File: src/rtl/assert_macros.svh
// assertion macros shared by the rtl
`ifndef ASSERT_MACROS_SVH
`define ASSERT_MACROS_SVH
`ifndef SYNTH
`define ASSERT_IMPL(lbl, prop) \
  lbl: assert property (@(posedge clk_i) disable iff (!rst_ni) prop) else $error("assertion failed");
`define ASSERT_NEXT(lbl, pre, post) \
  lbl: assert property (@(posedge clk_i) disable iff (!rst_ni) (pre) |=> (post)) \
    else $error("assertion failed");
`else
`define ASSERT_IMPL(lbl, prop)
`define ASSERT_NEXT(lbl, pre, post)
`endif
`endif

File: src/rtl/slt_pkg.sv
// types and codes of the slot lifecycle pin tracker
`timescale 1ns / 1ps
package slt_pkg;
  typedef enum logic [2:0] {
    REQ_REGISTER   = 3'd0,
    REQ_UNREGISTER = 3'd1,
    REQ_LOOKUP     = 3'd2,
    REQ_SET_STATE  = 3'd3,
    REQ_PIN        = 3'd4,
    REQ_UNPIN      = 3'd5,
    REQ_QUIESCE    = 3'd6,
    REQ_DRAIN      = 3'd7
  } req_e;

  typedef enum logic [2:0] {
    ST_EMPTY      = 3'd0,
    ST_REGISTERED = 3'd1,
    ST_LOADING    = 3'd2,
    ST_LINKED     = 3'd3,
    ST_READY      = 3'd4,
    ST_QUIESCING  = 3'd5,
    ST_FAILED     = 3'd6,
    ST_REJECTED   = 3'd7
  } life_e;

  typedef enum logic [2:0] {
    STS_OK       = 3'd0,
    STS_BAD_NAME = 3'd1,
    STS_DUP      = 3'd2,
    STS_NO_SLOT  = 3'd3,
    STS_STALE    = 3'd4,
    STS_DENIED   = 3'd5,
    STS_CTX      = 3'd6,
    STS_TIMEOUT  = 3'd7
  } status_e;

  typedef enum logic [1:0] {
    FSM_IDLE,
    FSM_RMW,
    FSM_OUT
  } fsm_e;

  // one table entry, as held in the entry memory
  typedef struct packed {
    logic [2:0]  life;
    logic        accepting;
    logic [31:0] gen;
    logic [31:0] pins;
    logic [31:0] call_cnt;
    logic [31:0] irq_cnt;
    logic [31:0] work_cnt;
    logic [31:0] dma_cnt;
    logic        quarantine;
  } entry_t;

  localparam int unsigned InW = 3 + 64 + 6 + 32 + 3 + 3;
  localparam int unsigned InBytesW = ((InW + 7) / 8) * 8;
  localparam int unsigned OutW = 3 + 1 + 6 + 32 + 3 + 32 + 1;
  localparam int unsigned OutBytesW = ((OutW + 7) / 8) * 8;

  function automatic logic legal_move(logic [2:0] from, logic [2:0] to);
    logic ok;
    ok = 1'b0;
    if (from == to) begin
      ok = 1'b1;
    end else begin
      case (from)
        ST_REGISTERED: ok = to inside {ST_LOADING, ST_LINKED, ST_READY, ST_FAILED, ST_REJECTED};
        ST_LOADING:    ok = to inside {ST_LINKED, ST_FAILED, ST_REJECTED};
        ST_LINKED:     ok = to inside {ST_READY, ST_FAILED, ST_REJECTED, ST_QUIESCING};
        ST_READY:      ok = to inside {ST_QUIESCING, ST_FAILED};
        ST_QUIESCING:  ok = to == ST_FAILED;
        default:       ok = 1'b0;
      endcase
    end
    return ok;
  endfunction
endpackage

File: src/rtl/slot_lifecycle_pin_tracker.sv
// slot lifecycle pin tracker: entry table in memory with read-modify-write
// the entry is read at the accepting edge and the result registered in the RMW state
// steps: read, modify and write, result transfer; next request after the transfer
// key match and first-free search run over flop copies of active flag and key
// reset clears active flags and entry valid bits; an invalid entry reads as zero
// the key array has no reset and is read only where the active flag is set
`timescale 1ns / 1ps
`include "assert_macros.svh"
module slot_lifecycle_pin_tracker #(
  parameter int unsigned SLOTS = 16
) (
  input  logic                             clk_i,
  input  logic                             rst_ni,
  input  logic                             s_axis_tvalid,
  output logic                             s_axis_tready,
  // req_type, name_key, slot, generation, new_state, activity_kind
  input  logic [slt_pkg::InBytesW-1:0]     s_axis_tdata,
  output logic                             m_axis_tvalid,
  input  logic                             m_axis_tready,
  // status, identity_valid, out_slot, out_generation, entry_state,
  // entry_inflight, entry_quarantined
  output logic [slt_pkg::OutBytesW-1:0]    m_axis_tdata
);
  localparam int unsigned IdxW = (SLOTS > 1) ? $clog2(SLOTS) : 1;

  slt_pkg::fsm_e state_q, state_d;

  logic [SLOTS-1:0]      active_q;
  logic [SLOTS-1:0]      valid_q;
  logic [63:0]           key_mem [SLOTS];
  slt_pkg::entry_t       ent_mem [SLOTS];
  slt_pkg::entry_t       rd_q;

  logic [2:0]            req_q;
  logic [63:0]           key_q;
  logic [5:0]            slot_q;
  logic [31:0]           gen_q;
  logic [2:0]            to_q;
  logic [2:0]            kind_q;
  logic                  hit_q;
  logic [IdxW-1:0]       idx_q;
  logic                  free_q;
  logic                  rd_valid_q;

  logic [slt_pkg::OutW-1:0] out_q;
  logic                  out_valid_q;

  logic                  in_fire;
  logic [2:0]            in_req;
  logic [63:0]           in_key;
  logic [5:0]            in_slot;
  logic                  match;
  logic [IdxW-1:0]       match_idx;
  logic                  any_free;
  logic [IdxW-1:0]       free_idx;
  logic [IdxW-1:0]       addr;
  logic                  addr_ok;

  assign in_req  = s_axis_tdata[2:0];
  assign in_key  = s_axis_tdata[66:3];
  assign in_slot = s_axis_tdata[72:67];
  assign s_axis_tready = (state_q == slt_pkg::FSM_IDLE) && !out_valid_q;
  assign in_fire = s_axis_tvalid && s_axis_tready;

  // priority search, lowest entry wins
  always_comb begin
    match = 1'b0;
    match_idx = '0;
    any_free = 1'b0;
    free_idx = '0;
    for (int i = SLOTS - 1; i >= 0; i--) begin
      if (active_q[i] && key_mem[i] == in_key) begin
        match = 1'b1;
        match_idx = IdxW'(i);
      end
      if (!active_q[i]) begin
        any_free = 1'b1;
        free_idx = IdxW'(i);
      end
    end
  end

  always_comb begin
    addr_ok = 1'b1;
    addr = in_slot[IdxW-1:0];
    if (in_req <= slt_pkg::REQ_LOOKUP) begin
      if (in_key != '0 && match) begin
        addr = match_idx;
      end else begin
        addr = free_idx;
      end
    end else begin
      addr_ok = 7'(in_slot) < 7'(SLOTS);
    end
  end

  always_ff @(posedge clk_i or negedge rst_ni) begin
    if (!rst_ni) begin
      state_q <= slt_pkg::FSM_IDLE;
    end else begin
      state_q <= state_d;
    end
  end

  always_comb begin
    state_d = state_q;
    case (state_q)
      slt_pkg::FSM_IDLE: if (in_fire) state_d = slt_pkg::FSM_RMW;
      slt_pkg::FSM_RMW:  state_d = slt_pkg::FSM_OUT;
      slt_pkg::FSM_OUT:  state_d = slt_pkg::FSM_IDLE;
      default:           state_d = slt_pkg::FSM_IDLE;
    endcase
  end

  // capture request and read the entry
  always_ff @(posedge clk_i) begin
    if (in_fire) begin
      req_q      <= in_req;
      key_q      <= in_key;
      slot_q     <= in_slot;
      gen_q      <= s_axis_tdata[104:73];
      to_q       <= s_axis_tdata[107:105];
      kind_q     <= s_axis_tdata[110:108];
      hit_q      <= (in_key != '0) && match;
      idx_q      <= addr;
      free_q     <= any_free;
      rd_q       <= ent_mem[addr];
      rd_valid_q <= addr_ok;
    end
  end

  // modify
  slt_pkg::entry_t cur, nxt;
  logic            e_ok;
  logic            do_write;
  logic            set_active, clr_active;
  logic [2:0]      sts;
  logic            idv;
  logic            live;
  logic [31:0]     gen_inc;
  logic            write_key;

  always_comb begin
    cur = valid_q[idx_q] ? rd_q : '0;
    nxt = cur;
    e_ok = 1'b0;
    do_write = 1'b0;
    set_active = 1'b0;
    clr_active = 1'b0;
    write_key = 1'b0;
    sts = slt_pkg::STS_OK;
    idv = 1'b0;
    live = rd_valid_q && gen_q != '0 && active_q[idx_q] && cur.gen == gen_q;
    gen_inc = cur.gen + 32'd1;
    if (gen_inc == '0) gen_inc = 32'd1;
    case (req_q)
      slt_pkg::REQ_REGISTER, slt_pkg::REQ_UNREGISTER, slt_pkg::REQ_LOOKUP: begin
        e_ok = hit_q;
        if (req_q == slt_pkg::REQ_REGISTER) begin
          if (key_q == '0) begin
            sts = slt_pkg::STS_BAD_NAME;
          end else if (hit_q &&
                       !(cur.life inside {slt_pkg::ST_FAILED, slt_pkg::ST_REJECTED})) begin
            sts = slt_pkg::STS_DUP;
          end else if (!hit_q && !free_q) begin
            sts = slt_pkg::STS_NO_SLOT;
          end else begin
            e_ok = 1'b1;
            nxt = '0;
            nxt.gen = gen_inc;
            nxt.accepting = 1'b1;
            nxt.life = slt_pkg::ST_REGISTERED;
            do_write = 1'b1;
            set_active = 1'b1;
            write_key = 1'b1;
            idv = 1'b1;
          end
        end else if (!hit_q) begin
          sts = slt_pkg::STS_BAD_NAME;
        end else if (req_q == slt_pkg::REQ_UNREGISTER) begin
          nxt.life = slt_pkg::ST_EMPTY;
          nxt.accepting = 1'b0;
          do_write = 1'b1;
          clr_active = 1'b1;
        end else begin
          idv = 1'b1;
        end
      end
      slt_pkg::REQ_SET_STATE: begin
        e_ok = rd_valid_q;
        if (!live) sts = slt_pkg::STS_STALE;
        else if (!slt_pkg::legal_move(cur.life, to_q)) sts = slt_pkg::STS_DENIED;
        else begin
          nxt.life = to_q;
          do_write = 1'b1;
        end
      end
      slt_pkg::REQ_PIN: begin
        e_ok = rd_valid_q;
        if (!rd_valid_q || gen_q == '0 || kind_q > 3'd3) begin
          sts = slt_pkg::STS_CTX;
        end else if (cur.gen != gen_q || !cur.accepting || !active_q[idx_q] ||
                     !(cur.life inside {slt_pkg::ST_LOADING, slt_pkg::ST_LINKED,
                                        slt_pkg::ST_READY})) begin
          sts = slt_pkg::STS_DENIED;
        end else begin
          nxt.pins = cur.pins + 32'd1;
          case (kind_q)
            3'd0:    nxt.call_cnt = cur.call_cnt + 32'd1;
            3'd1:    nxt.irq_cnt = cur.irq_cnt + 32'd1;
            3'd2:    nxt.work_cnt = cur.work_cnt + 32'd1;
            default: nxt.dma_cnt = cur.dma_cnt + 32'd1;
          endcase
          do_write = 1'b1;
        end
      end
      slt_pkg::REQ_UNPIN: begin
        e_ok = rd_valid_q;
        if (rd_valid_q && gen_q != '0 && cur.gen == gen_q && kind_q <= 3'd3) begin
          nxt.pins = cur.pins - 32'd1;
          case (kind_q)
            3'd0:    nxt.call_cnt = cur.call_cnt - 32'd1;
            3'd1:    nxt.irq_cnt = cur.irq_cnt - 32'd1;
            3'd2:    nxt.work_cnt = cur.work_cnt - 32'd1;
            default: nxt.dma_cnt = cur.dma_cnt - 32'd1;
          endcase
          do_write = 1'b1;
        end
      end
      slt_pkg::REQ_QUIESCE: begin
        e_ok = rd_valid_q;
        if (!live) begin
          sts = slt_pkg::STS_STALE;
        end else if (cur.life inside {slt_pkg::ST_QUIESCING, slt_pkg::ST_FAILED,
                                      slt_pkg::ST_REJECTED}) begin
          nxt.accepting = 1'b0;
          do_write = 1'b1;
        end else if (cur.life inside {slt_pkg::ST_READY, slt_pkg::ST_LINKED}) begin
          nxt.accepting = 1'b0;
          nxt.life = slt_pkg::ST_QUIESCING;
          do_write = 1'b1;
        end else begin
          sts = slt_pkg::STS_DENIED;
        end
      end
      default: begin
        e_ok = rd_valid_q;
        if (!live) sts = slt_pkg::STS_STALE;
        else if (cur.pins != '0) begin
          nxt.quarantine = 1'b1;
          do_write = 1'b1;
          sts = slt_pkg::STS_TIMEOUT;
        end
      end
    endcase
  end

  logic rmw;
  assign rmw = state_q == slt_pkg::FSM_RMW;

  always_ff @(posedge clk_i) begin
    if (rmw && do_write) ent_mem[idx_q] <= nxt;
    if (rmw && write_key) key_mem[idx_q] <= key_q;
    if (rmw) begin
      out_q <= {e_ok ? nxt.quarantine : 1'b0,
                e_ok ? nxt.pins : 32'd0,
                e_ok ? nxt.life : 3'd0,
                idv ? nxt.gen : 32'd0,
                idv ? 6'(idx_q) : 6'd0,
                idv, sts};
    end
  end

  always_ff @(posedge clk_i or negedge rst_ni) begin
    if (!rst_ni) begin
      active_q    <= '0;
      valid_q     <= '0;
      out_valid_q <= 1'b0;
    end else begin
      if (rmw && do_write) valid_q[idx_q] <= 1'b1;
      if (rmw && set_active) active_q[idx_q] <= 1'b1;
      if (rmw && clr_active) active_q[idx_q] <= 1'b0;
      if (rmw) out_valid_q <= 1'b1;
      else if (m_axis_tready) out_valid_q <= 1'b0;
    end
  end

  assign m_axis_tvalid = out_valid_q;
  assign m_axis_tdata  = {{(slt_pkg::OutBytesW - slt_pkg::OutW){1'b0}}, out_q};

  `ASSERT_NEXT(a_rmw_follows, in_fire, state_q == slt_pkg::FSM_RMW)
  `ASSERT_NEXT(a_result_after_rmw, rmw, out_valid_q)
  `ASSERT_IMPL(a_no_accept_busy, (state_q != slt_pkg::FSM_IDLE) |-> !s_axis_tready)
  `ASSERT_NEXT(a_register_sets_active, rmw && set_active, active_q[idx_q] && valid_q[idx_q])
endmodule
File: config.mk
export PLATFORM = sky130hd
export DESIGN_NAME = slot_lifecycle_pin_tracker
export DESIGN_NICKNAME = d
export VERILOG_FILES = /design/src/rtl/slt_pkg.sv /design/src/rtl/slot_lifecycle_pin_tracker.sv
export VERILOG_INCLUDE_DIRS = /design/src /design/src/rtl
export SDC_FILE = /design/constraint.sdc
export NUM_CORES = 2
export LEC_CHECK = 0
export ABC_AREA = 1
export BUFFER_PORTS_ARGS = -buffer_cell sky130_fd_sc_hd__buf_2
export CAP_MARGIN = 20
export CORE_ASPECT_RATIO = 0.9
export CORE_MARGIN = 2
export CORE_UTILIZATION = 39
export CTS_CLUSTER_SIZE = 10
export DETAILED_ROUTE_END_ITERATION = 8
export PLACE_DENSITY_LB_ADDON = 0.25
export REMOVE_ABC_BUFFERS = 1
export SLEW_MARGIN = 20
export SYNTH_ARGS = -nofsm -noshare
export SYNTH_HDL_FRONTEND = slang
export SYNTH_MEMORY_MAX_BITS = 65536
export SYNTH_SLANG_ARGS = --single-unit
export TNS_END_PERCENT = 5
File: constraint.sdc
create_clock -name clk_i -period 8.55 [get_ports clk_i]
set_input_delay 0.855 -clock clk_i [delete_from_list [all_inputs] [get_ports clk_i]]
set_output_delay 0.855 -clock clk_i [all_outputs]
set_load 0.05 [all_outputs]
=== After elaboration in Yosys (flattened, before gate mapping) ===
Memory sizes are Yosys's and may differ from the RTL's. A register that Yosys moved wholly into a read port is not among the register bits.
Index checks and enable logic that the tools add are counted.

* Add/subtract/negate cells: 11
* Order comparisons: 6
* Eq/ne operators: 42
* Mux-type cells: 149
* Bitwise logic cells: 4
* Reduce and logical (&&, ||, !) cells: 65

{| class="wikitable"
|+ Operator list
! cell !! count
|-
| == test 64 bit || 16
|-
| 2-to-1 mux 197 bit || 4
|-
| 2-to-1 mux 160 bit || 3
|-
| one-hot mux 160 bit (3 select lines) || 1
|-
| 2-to-1 mux 32 bit || 10
|-
| 2-to-1 mux 193 bit || 1
|-
| adder 32 x 1 -> 32 bit (second input constant) || 6
|-
| subtractor 32 x 1 -> 32 bit (second input constant) || 5
|-
| 2-to-1 mux 4 bit || 39
|-
| logical NOT 32 bit || 2
|-
| logical NOT 64 bit || 1
|-
| nonzero test 32 bit || 2
|-
| nonzero test 64 bit || 1
|-
| 2-to-1 mux 1 bit || 62
|-
| 2-to-1 mux 3 bit || 13
|-
| == test 3 bit (second input constant) || 11
|-
| == test 32 bit || 1
|-
| 2-to-1 mux 16 bit || 2
|-
| inequality test 32 bit || 1
|-
| bitwise OR 16 bit || 2
|-
| logical AND 1 bit || 30
|-
| == test 3 x 2 -> 1 bit (second input constant) || 7
|-
| AND 16 bit || 1
|-
| inverter 16 bit || 1
|-
| 28 further kinds || 55
|}

* Register bits after elaboration: 225
* Bits in writable memories: 4,176
* Bits of input ports: 116
* Output and inout port bits: 82
* Memories kept: 2

{| class="wikitable"
|+ Memories
! name !! words !! width !! read ports !! clocked after Yosys merged registers in !! wr ports !! line !! text
|-
| ent_mem || 16 || 197 || 1 || 1 || 1 || slot_lifecycle_pin_tracker.sv:31 || <nowiki>slt_pkg::entry_t ent_mem [SLOTS];</nowiki>
|-
| key_mem || 16 || 64 || 16 || 0 || 1 || slot_lifecycle_pin_tracker.sv:30 || <nowiki>logic [63:0] key_mem [SLOTS];</nowiki>
|}

=== Longest topological paths before layout ===
An unclocked memory read counts as a cell.

* Depth after elaboration: 22
* Depth in mapped cells: 37

=== Worst setup path before layout ===
Ideal clock, no wire load.

* Kind: register to register
* Start point: register state_q[0]
* End point: memory ent_mem[0][0] in the netlist's numbering, enable pin
* Setup time: 0.496 ns
* Data arrival time: 7.397 ns
* Required time: 8.054 ns
* Slack: 0.657 ns
* Stages on the path, launching flop included: 6
* Period minus slack after synthesis: 7.893 ns
* Cells stage by stage: dfrtp_1 -> inv_1 -> nor2_1 -> nand3_1 -> buf_2 -> nor2_1

* Cells in the longest elaborated chain, start to end: 4

{| class="wikitable"
|+ RTL lines
! element !! line !! text
|-
| from (decl) || slot_lifecycle_pin_tracker.sv:26 || <nowiki>slt_pkg::fsm_e state_q, state_d;</nowiki>
|-
| from (signal assigned) || slot_lifecycle_pin_tracker.sv:99 || <nowiki>state_q <= slt_pkg::FSM_IDLE;</nowiki>
|-
| from (signal assigned) || slot_lifecycle_pin_tracker.sv:101 || <nowiki>state_q <= state_d;</nowiki>
|-
| == test 2 x 1 -> 1 bit || slot_lifecycle_pin_tracker.sv:259 || <nowiki>assign rmw = state_q == slt_pkg::FSM_RMW;</nowiki>
|-
| named net rmw || slot_lifecycle_pin_tracker.sv:258 || <nowiki>logic rmw;</nowiki>
|-
| logical AND 1 bit || slot_lifecycle_pin_tracker.sv:262 || <nowiki>if (rmw && do_write) ent_mem[idx_q] <= nxt;</nowiki>
|-
| 2-to-1 mux 1 bit || slot_lifecycle_pin_tracker.sv:262 ||
|-
| 2-to-1 mux 1 bit (not written as such) || slot_lifecycle_pin_tracker.sv:262 ||
|-
| to (decl) || slot_lifecycle_pin_tracker.sv:31 ||
|}

The timed path passes the listed nets, and every way through them passes these cells.

=== Worst setup path in the final report ===
* Start point: register idx_q[1]
* End point: memory ent_mem[5][164] in the netlist's numbering, enable pin

* Cells in the longest elaborated chain, start to end: 14
* Elaborated cells on any way between the ends: 53
* Those cells by class: 10 x eq/ne; 25 x mux; 18 x reduce/logical

{| class="wikitable"
|+ RTL lines
! element !! line !! text
|-
| from (decl) || slot_lifecycle_pin_tracker.sv:41 || <nowiki>logic [IdxW-1:0] idx_q;</nowiki>
|-
| from (signal assigned) || slot_lifecycle_pin_tracker.sv:125 || <nowiki>idx_q <= addr;</nowiki>
|-
| binary-select mux 1 bit (select 4 bit) || slot_lifecycle_pin_tracker.sv:144 || <nowiki>cur = valid_q[idx_q] ? rd_q : '0;</nowiki>
|-
| 2-to-1 mux 1 bit (not written as such) || slot_lifecycle_pin_tracker.sv:144 ||
|-
| 2-to-1 mux 197 bit || slot_lifecycle_pin_tracker.sv:144 ||
|-
| == test 3 bit (tied with other cells) || slt_pkg.sv:67, slot_lifecycle_pin_tracker.sv:234 ||
|-
| one-hot mux 1 bit (5 select lines) or nonzero test 2 bit (tied branches) || slt_pkg.sv:67, slot_lifecycle_pin_tracker.sv:163 ||
|-
| 2-to-1 mux 1 bit or logical NOT 1 bit (tied branches) || slt_pkg.sv:64, slot_lifecycle_pin_tracker.sv:163 ||
|-
| 2-to-1 mux 1 bit or logical AND 1 bit (tied branches) || slot_lifecycle_pin_tracker.sv:191, slot_lifecycle_pin_tracker.sv:162 ||
|-
| 2-to-1 mux 1 bit (on tied branches) || slot_lifecycle_pin_tracker.sv:156, slot_lifecycle_pin_tracker.sv:162 ||
|-
| 2-to-1 mux 1 bit (on tied branches) || slot_lifecycle_pin_tracker.sv:192, slot_lifecycle_pin_tracker.sv:160 ||
|-
| 2-to-1 mux 1 bit (on tied branches) || slot_lifecycle_pin_tracker.sv:191, slot_lifecycle_pin_tracker.sv:159 ||
|-
| one-hot mux 1 bit (5 select lines) || slot_lifecycle_pin_tracker.sv:156 || <nowiki>case (req_q)</nowiki>
|-
| logical AND 1 bit || slot_lifecycle_pin_tracker.sv:262 ||
|-
| 2-to-1 mux 1 bit || slot_lifecycle_pin_tracker.sv:262 ||
|-
| 2-to-1 mux 1 bit (not written as such) || slot_lifecycle_pin_tracker.sv:262 ||
|}

Parallel ways exist; a longest one is shown, timed or not. The select of a mux whose other input is x is not followed.

==> results.txt <==
----------------------------------------------------
[Global route]
  Total global routing overflow ... 0
  Total routing resource utilization after global routing ... 28.8%
  Pin count of the biggest net entering global routing ... 159
  Global-route wire length before repair ... 560000 um
  Number of global-route vias before repair ... 72185
  Number of antenna violations at the first check in global routing ... 56

[Route]
  Average detailed-routed wire length per instance ... around 30 um
  Post-detailed-route via-to-cell ratio ... 5.93
  Final wirelength ... 408000 um
  Residual DRC count ... 0
  1st-iter DRT viols ... 13056
  Total via count after detailed routing ... roughly 80000
  Number of iterations in the first detailed-routing pass ... 7
  Number of nets with antenna violations after routing ... 0

[Power and ir drop]
  Sum of internal, switching and leakage power ... between 0.03 and 0.04 W
  Leakage ... between 40 and 50 nW
  Peak VDD IR ... 0.166 mV
  Power per standard cell area ... 263 nW/um^2

[Clock network]
  Hold Buf Count CTS ... 0
  Latest clock arrival within the worst-skew pair ... about 0.89 ns
  Clk sinks ... 2418
  Number of clock buffers inserted by TritonCTS ... 290
  Htree depth ... 5
  Gates resized, CTS repair ... 0
  Clock edge transition at the registers on the reported setup and hold paths ... around 0.06 ns
  Clock Root Buffer ... clkbuf_16
  Maximum number of buffers from clock root to sink ... 4
  Clock tree from TritonCTS ... done
  Post-CTS Setup Inserts ... 0

[Finish]
  Highest-count cells in the layout ignoring fill and taps ... 2788 x nand2_1, 2383 x edfxtp_1, 1076 x nand3_1, 508 x nor2_1, 440 x inv_1
  Most frequent standard cell in the layout excluding fill and tap cells ... nand2_1
  Nets@finish ... a little under 10000
  Total of fill cells in the finished design ... about 25000
  Multi-input logic area ... 29400 sq um
  Post-synthesis to final-layout area growth ... 13.5%
  Layout Utilization ... 44.4%
  Share of post-route cells with drive strength above 1 ... 9.38%
  Final Cell Area ... 120000 sq um
  Register area ... 72400 sq um

[STA]
  RSZ-0062 raised after global routing ... false
  Final clock skew ... between 0.07 and 0.08 ns
  Max-slew headroom at the worst pin ... 11.5%
  Finish-stage setup viols ... 0
  Pins Over Slew Limit ... 0
  Transition time at the pin with the least slew margin ... 1.33 ns
  Achievable clock frequency ... between 100 and 150 MHz
  Final critical path time including I/O delays and setup ... approximately 7 ns
  Number of hold violations in the final report ... 0
  Post-route fraction of the period consumed by the critical path ... 79.6%

[Floorplan]
  Number of rows created at floorplan ... ~180
  Core ar. ... 270000 sq um
  Initial core utilization ... 39.1%
  Top-level port count ... 198
  Vert. Die Dim ... 497 um
  Die boundary width ... about 550 um
  Die Outline Area ... around 270000 sq um

[Synth]
  Number of flip-flops and latches in the synthesized netlist ... 2418
  Synthesized instance count ... between 9000 and 10000
  Cell type with the highest aggregate area in the netlist ... edfxtp_1
  Predominant post-synthesis flop cell ... edfxtp_1
  Fraction of post-synthesis cell area in the top cell type by area ... 67.8%
  Cells taking the most area after synthesis ... edfxtp_1 68%, nand2_1 9.9%, nand3_1 5.1%, nor2_1 1.9%, o21ai_0 1.8%
  Share of async-settable or async-resettable flops after synthesis ... approximately 1.4%
  Post-synth EDFFs ... ~2400
  Number of distinct library cells after synthesis ... 62
  Yosys synthesis warning count ... 0
  Mapped Area ... 106000 sq um
  Proportion of synthesized chip area in sequential cells ... 68.6%
  Average footprint of a synthesized cell ... between 10 and 15 sq um

[Setup path]
  Worst path bufs/invs ... 4
  Worst Reg2Reg Path Length in Cells ... 20
  Arrival @ worst endpoint ... 7.27 ns
  Launch point of the critical path ... idx_q[1]$_DFFE_PP_
  Slowest cell on crit path ... buf_4
  Largest stage delay, worst path ... 0.71 ns
  Dominant delay contributor by cell family on the critical path ... simple AND/OR/NAND/NOR gates
  Element type at the critical path end ... flip-flop
  Startpoint types ... flip-flop
  Critical path fanouts, max ... 37
  Worst endpoint required time ... between 9 and 10 ns
  Worst Path Class, Setup ... flip-flop to flip-flop
  Cell-by-cell trace of the critical path ... nand2_1 -> o22ai_1 -> o21ai_0 -> nand2_1 -> nor2_8 -> buf_4 -> nor2_1 -> xnor2_1 -> nand4_1 -> nor2_1 -> nand3_1 -> nor2_2 -> nand2_1 -> inv_2 -> o21ai_1 -> o21ai_1 -> nand3_2 -> buf_4 -> nor2_4 -> buf_4
  Cell count along the critical path ... 20
  Worst R2R Start ... idx_q[1]$_DFFE_PP_

[Placed design]
  Area of placed instances ... 112000 sq um
  Routability Congestion ... 0.998
  Final HPWL from detailed placement ... about 240000 um
  Port Buf Inserts ... 190

[Outcome]
  Run status ... finished, final reports clean

[Hold path]
  HP Class ... input port to async pin

[Flow run]
  Maximum Capacitance Violations ... 0

----------------------------------------------------
## synth_stat cells, drive strengths merged, types with 12 or more instances
| cell type | count |
|---|---|
| dfrtp | 35 |
| xor2 | 164 |
| nand4 | 107 |
| a22o | 62 |
| edfxtp | 2383 |
| o2111ai | 24 |
| inv | 467 |
| nor4 | 133 |
| o211ai | 34 |
| xnor2 | 193 |
| a211oi | 31 |
| o21ai | 408 |
| nor3 | 67 |
| buf | 286 |
| a2bb2oi | 15 |
| nor2 | 554 |
| clkinv | 15 |
| a221oi | 62 |
| nor4b | 12 |
| clkbuf | 199 |
| a21oi | 52 |
| o22ai | 167 |
| nand3 | 1080 |
| nand2 | 2797 |
| or2 | 43 |
## flip-flops by register name (all words and copies together), names as in the netlist, named ones only
register,flops
gen_q,32
idx_q,4
kind_q,1
hit_q,1
active_q,1
to_q,3
req_q,3
key_mem,1024
free_q,1
rd_valid_q,1
ent_mem,1104
valid_q,16
state_q,2
out_q,76
m_axis_tvalid,1
key_q,64
rd_q,69
## worst paths after layout
kind                                             end  slack (ns)
max                        ent_mem[5][164]$_DFFE_PP_        1.75
min in group clk_i                 to_q[1]$_DFFE_PP_        0.15
min                           state_q[0]$_DFFE_PN0P_        0.12
min reg2reg                   valid_q[3]$_DFFE_PN0P_        0.47
max in group asynchronous     valid_q[8]$_DFFE_PN0P_        7.76
max reg2reg                ent_mem[5][164]$_DFFE_PP_        1.75
## metal layers
layer  vias to the layer above  wire length [um]  share of wire (%)  GRT usage [%]
met5                         -               109              0.027              0
met2                      5719            171000                 42           41.7
met3                      1098             56300                 14           8.66
met4                        16             20200                5.0           12.3
li1                      33676                 -                  -              -
met1                     39089            160000                 39           40.1
## power by group
group | leakage [nW] | switching [W] | internal, W
registers | 22.3 | 0.000261 | 0.0143
logic | 17.9 | 0.00481 | 0.00111
clock network | 3.90 | 0.00477 | 0.00631
## layout make-up
type | instances | area share (%)
Clock inverter | 27 | 0.307
Tap cell | 3568 | 3.73
Multi-Input combinational cell | 6050 | 24.5
Clock buffer | 373 | 6.42
Antenna cell | 36 | 0.0752
Timing Repair Buffer | 462 | 2.93
Inverter | 482 | 1.53
Sequential cell | 2418 | 60.5
## logic make-up (layout without fill, tap and decap cells)
kind of cell	Yosys count	after routing	synth area share, %
AO/OA/AOI/OAI	873	873	5.13
AND/OR/NAND/NOR	4812	4812	19.4
buffers and inverters	967	1344	3.85
other	1	40	0.00355
XOR/XNOR	357	357	2.96
flip-flops	2418	2418	68.6
adder cells (fa/ha/maj)	4	4	0.0474
## per-stage QoR
stage	instances	setup WS (ns)	hold WS, ns	TNS (ns)
after floorplan	8950	-8.07	0.424	-1300.69
after global placement	12976	1.62	0.444	0
after detailed placement	12976	1.77	0.452	0
after CTS	13376	1.91	0.107	0
after global routing	13390	1.48	0.113	0
final	13416	1.75	0.116	0
(Power assumes the default switching activity.)
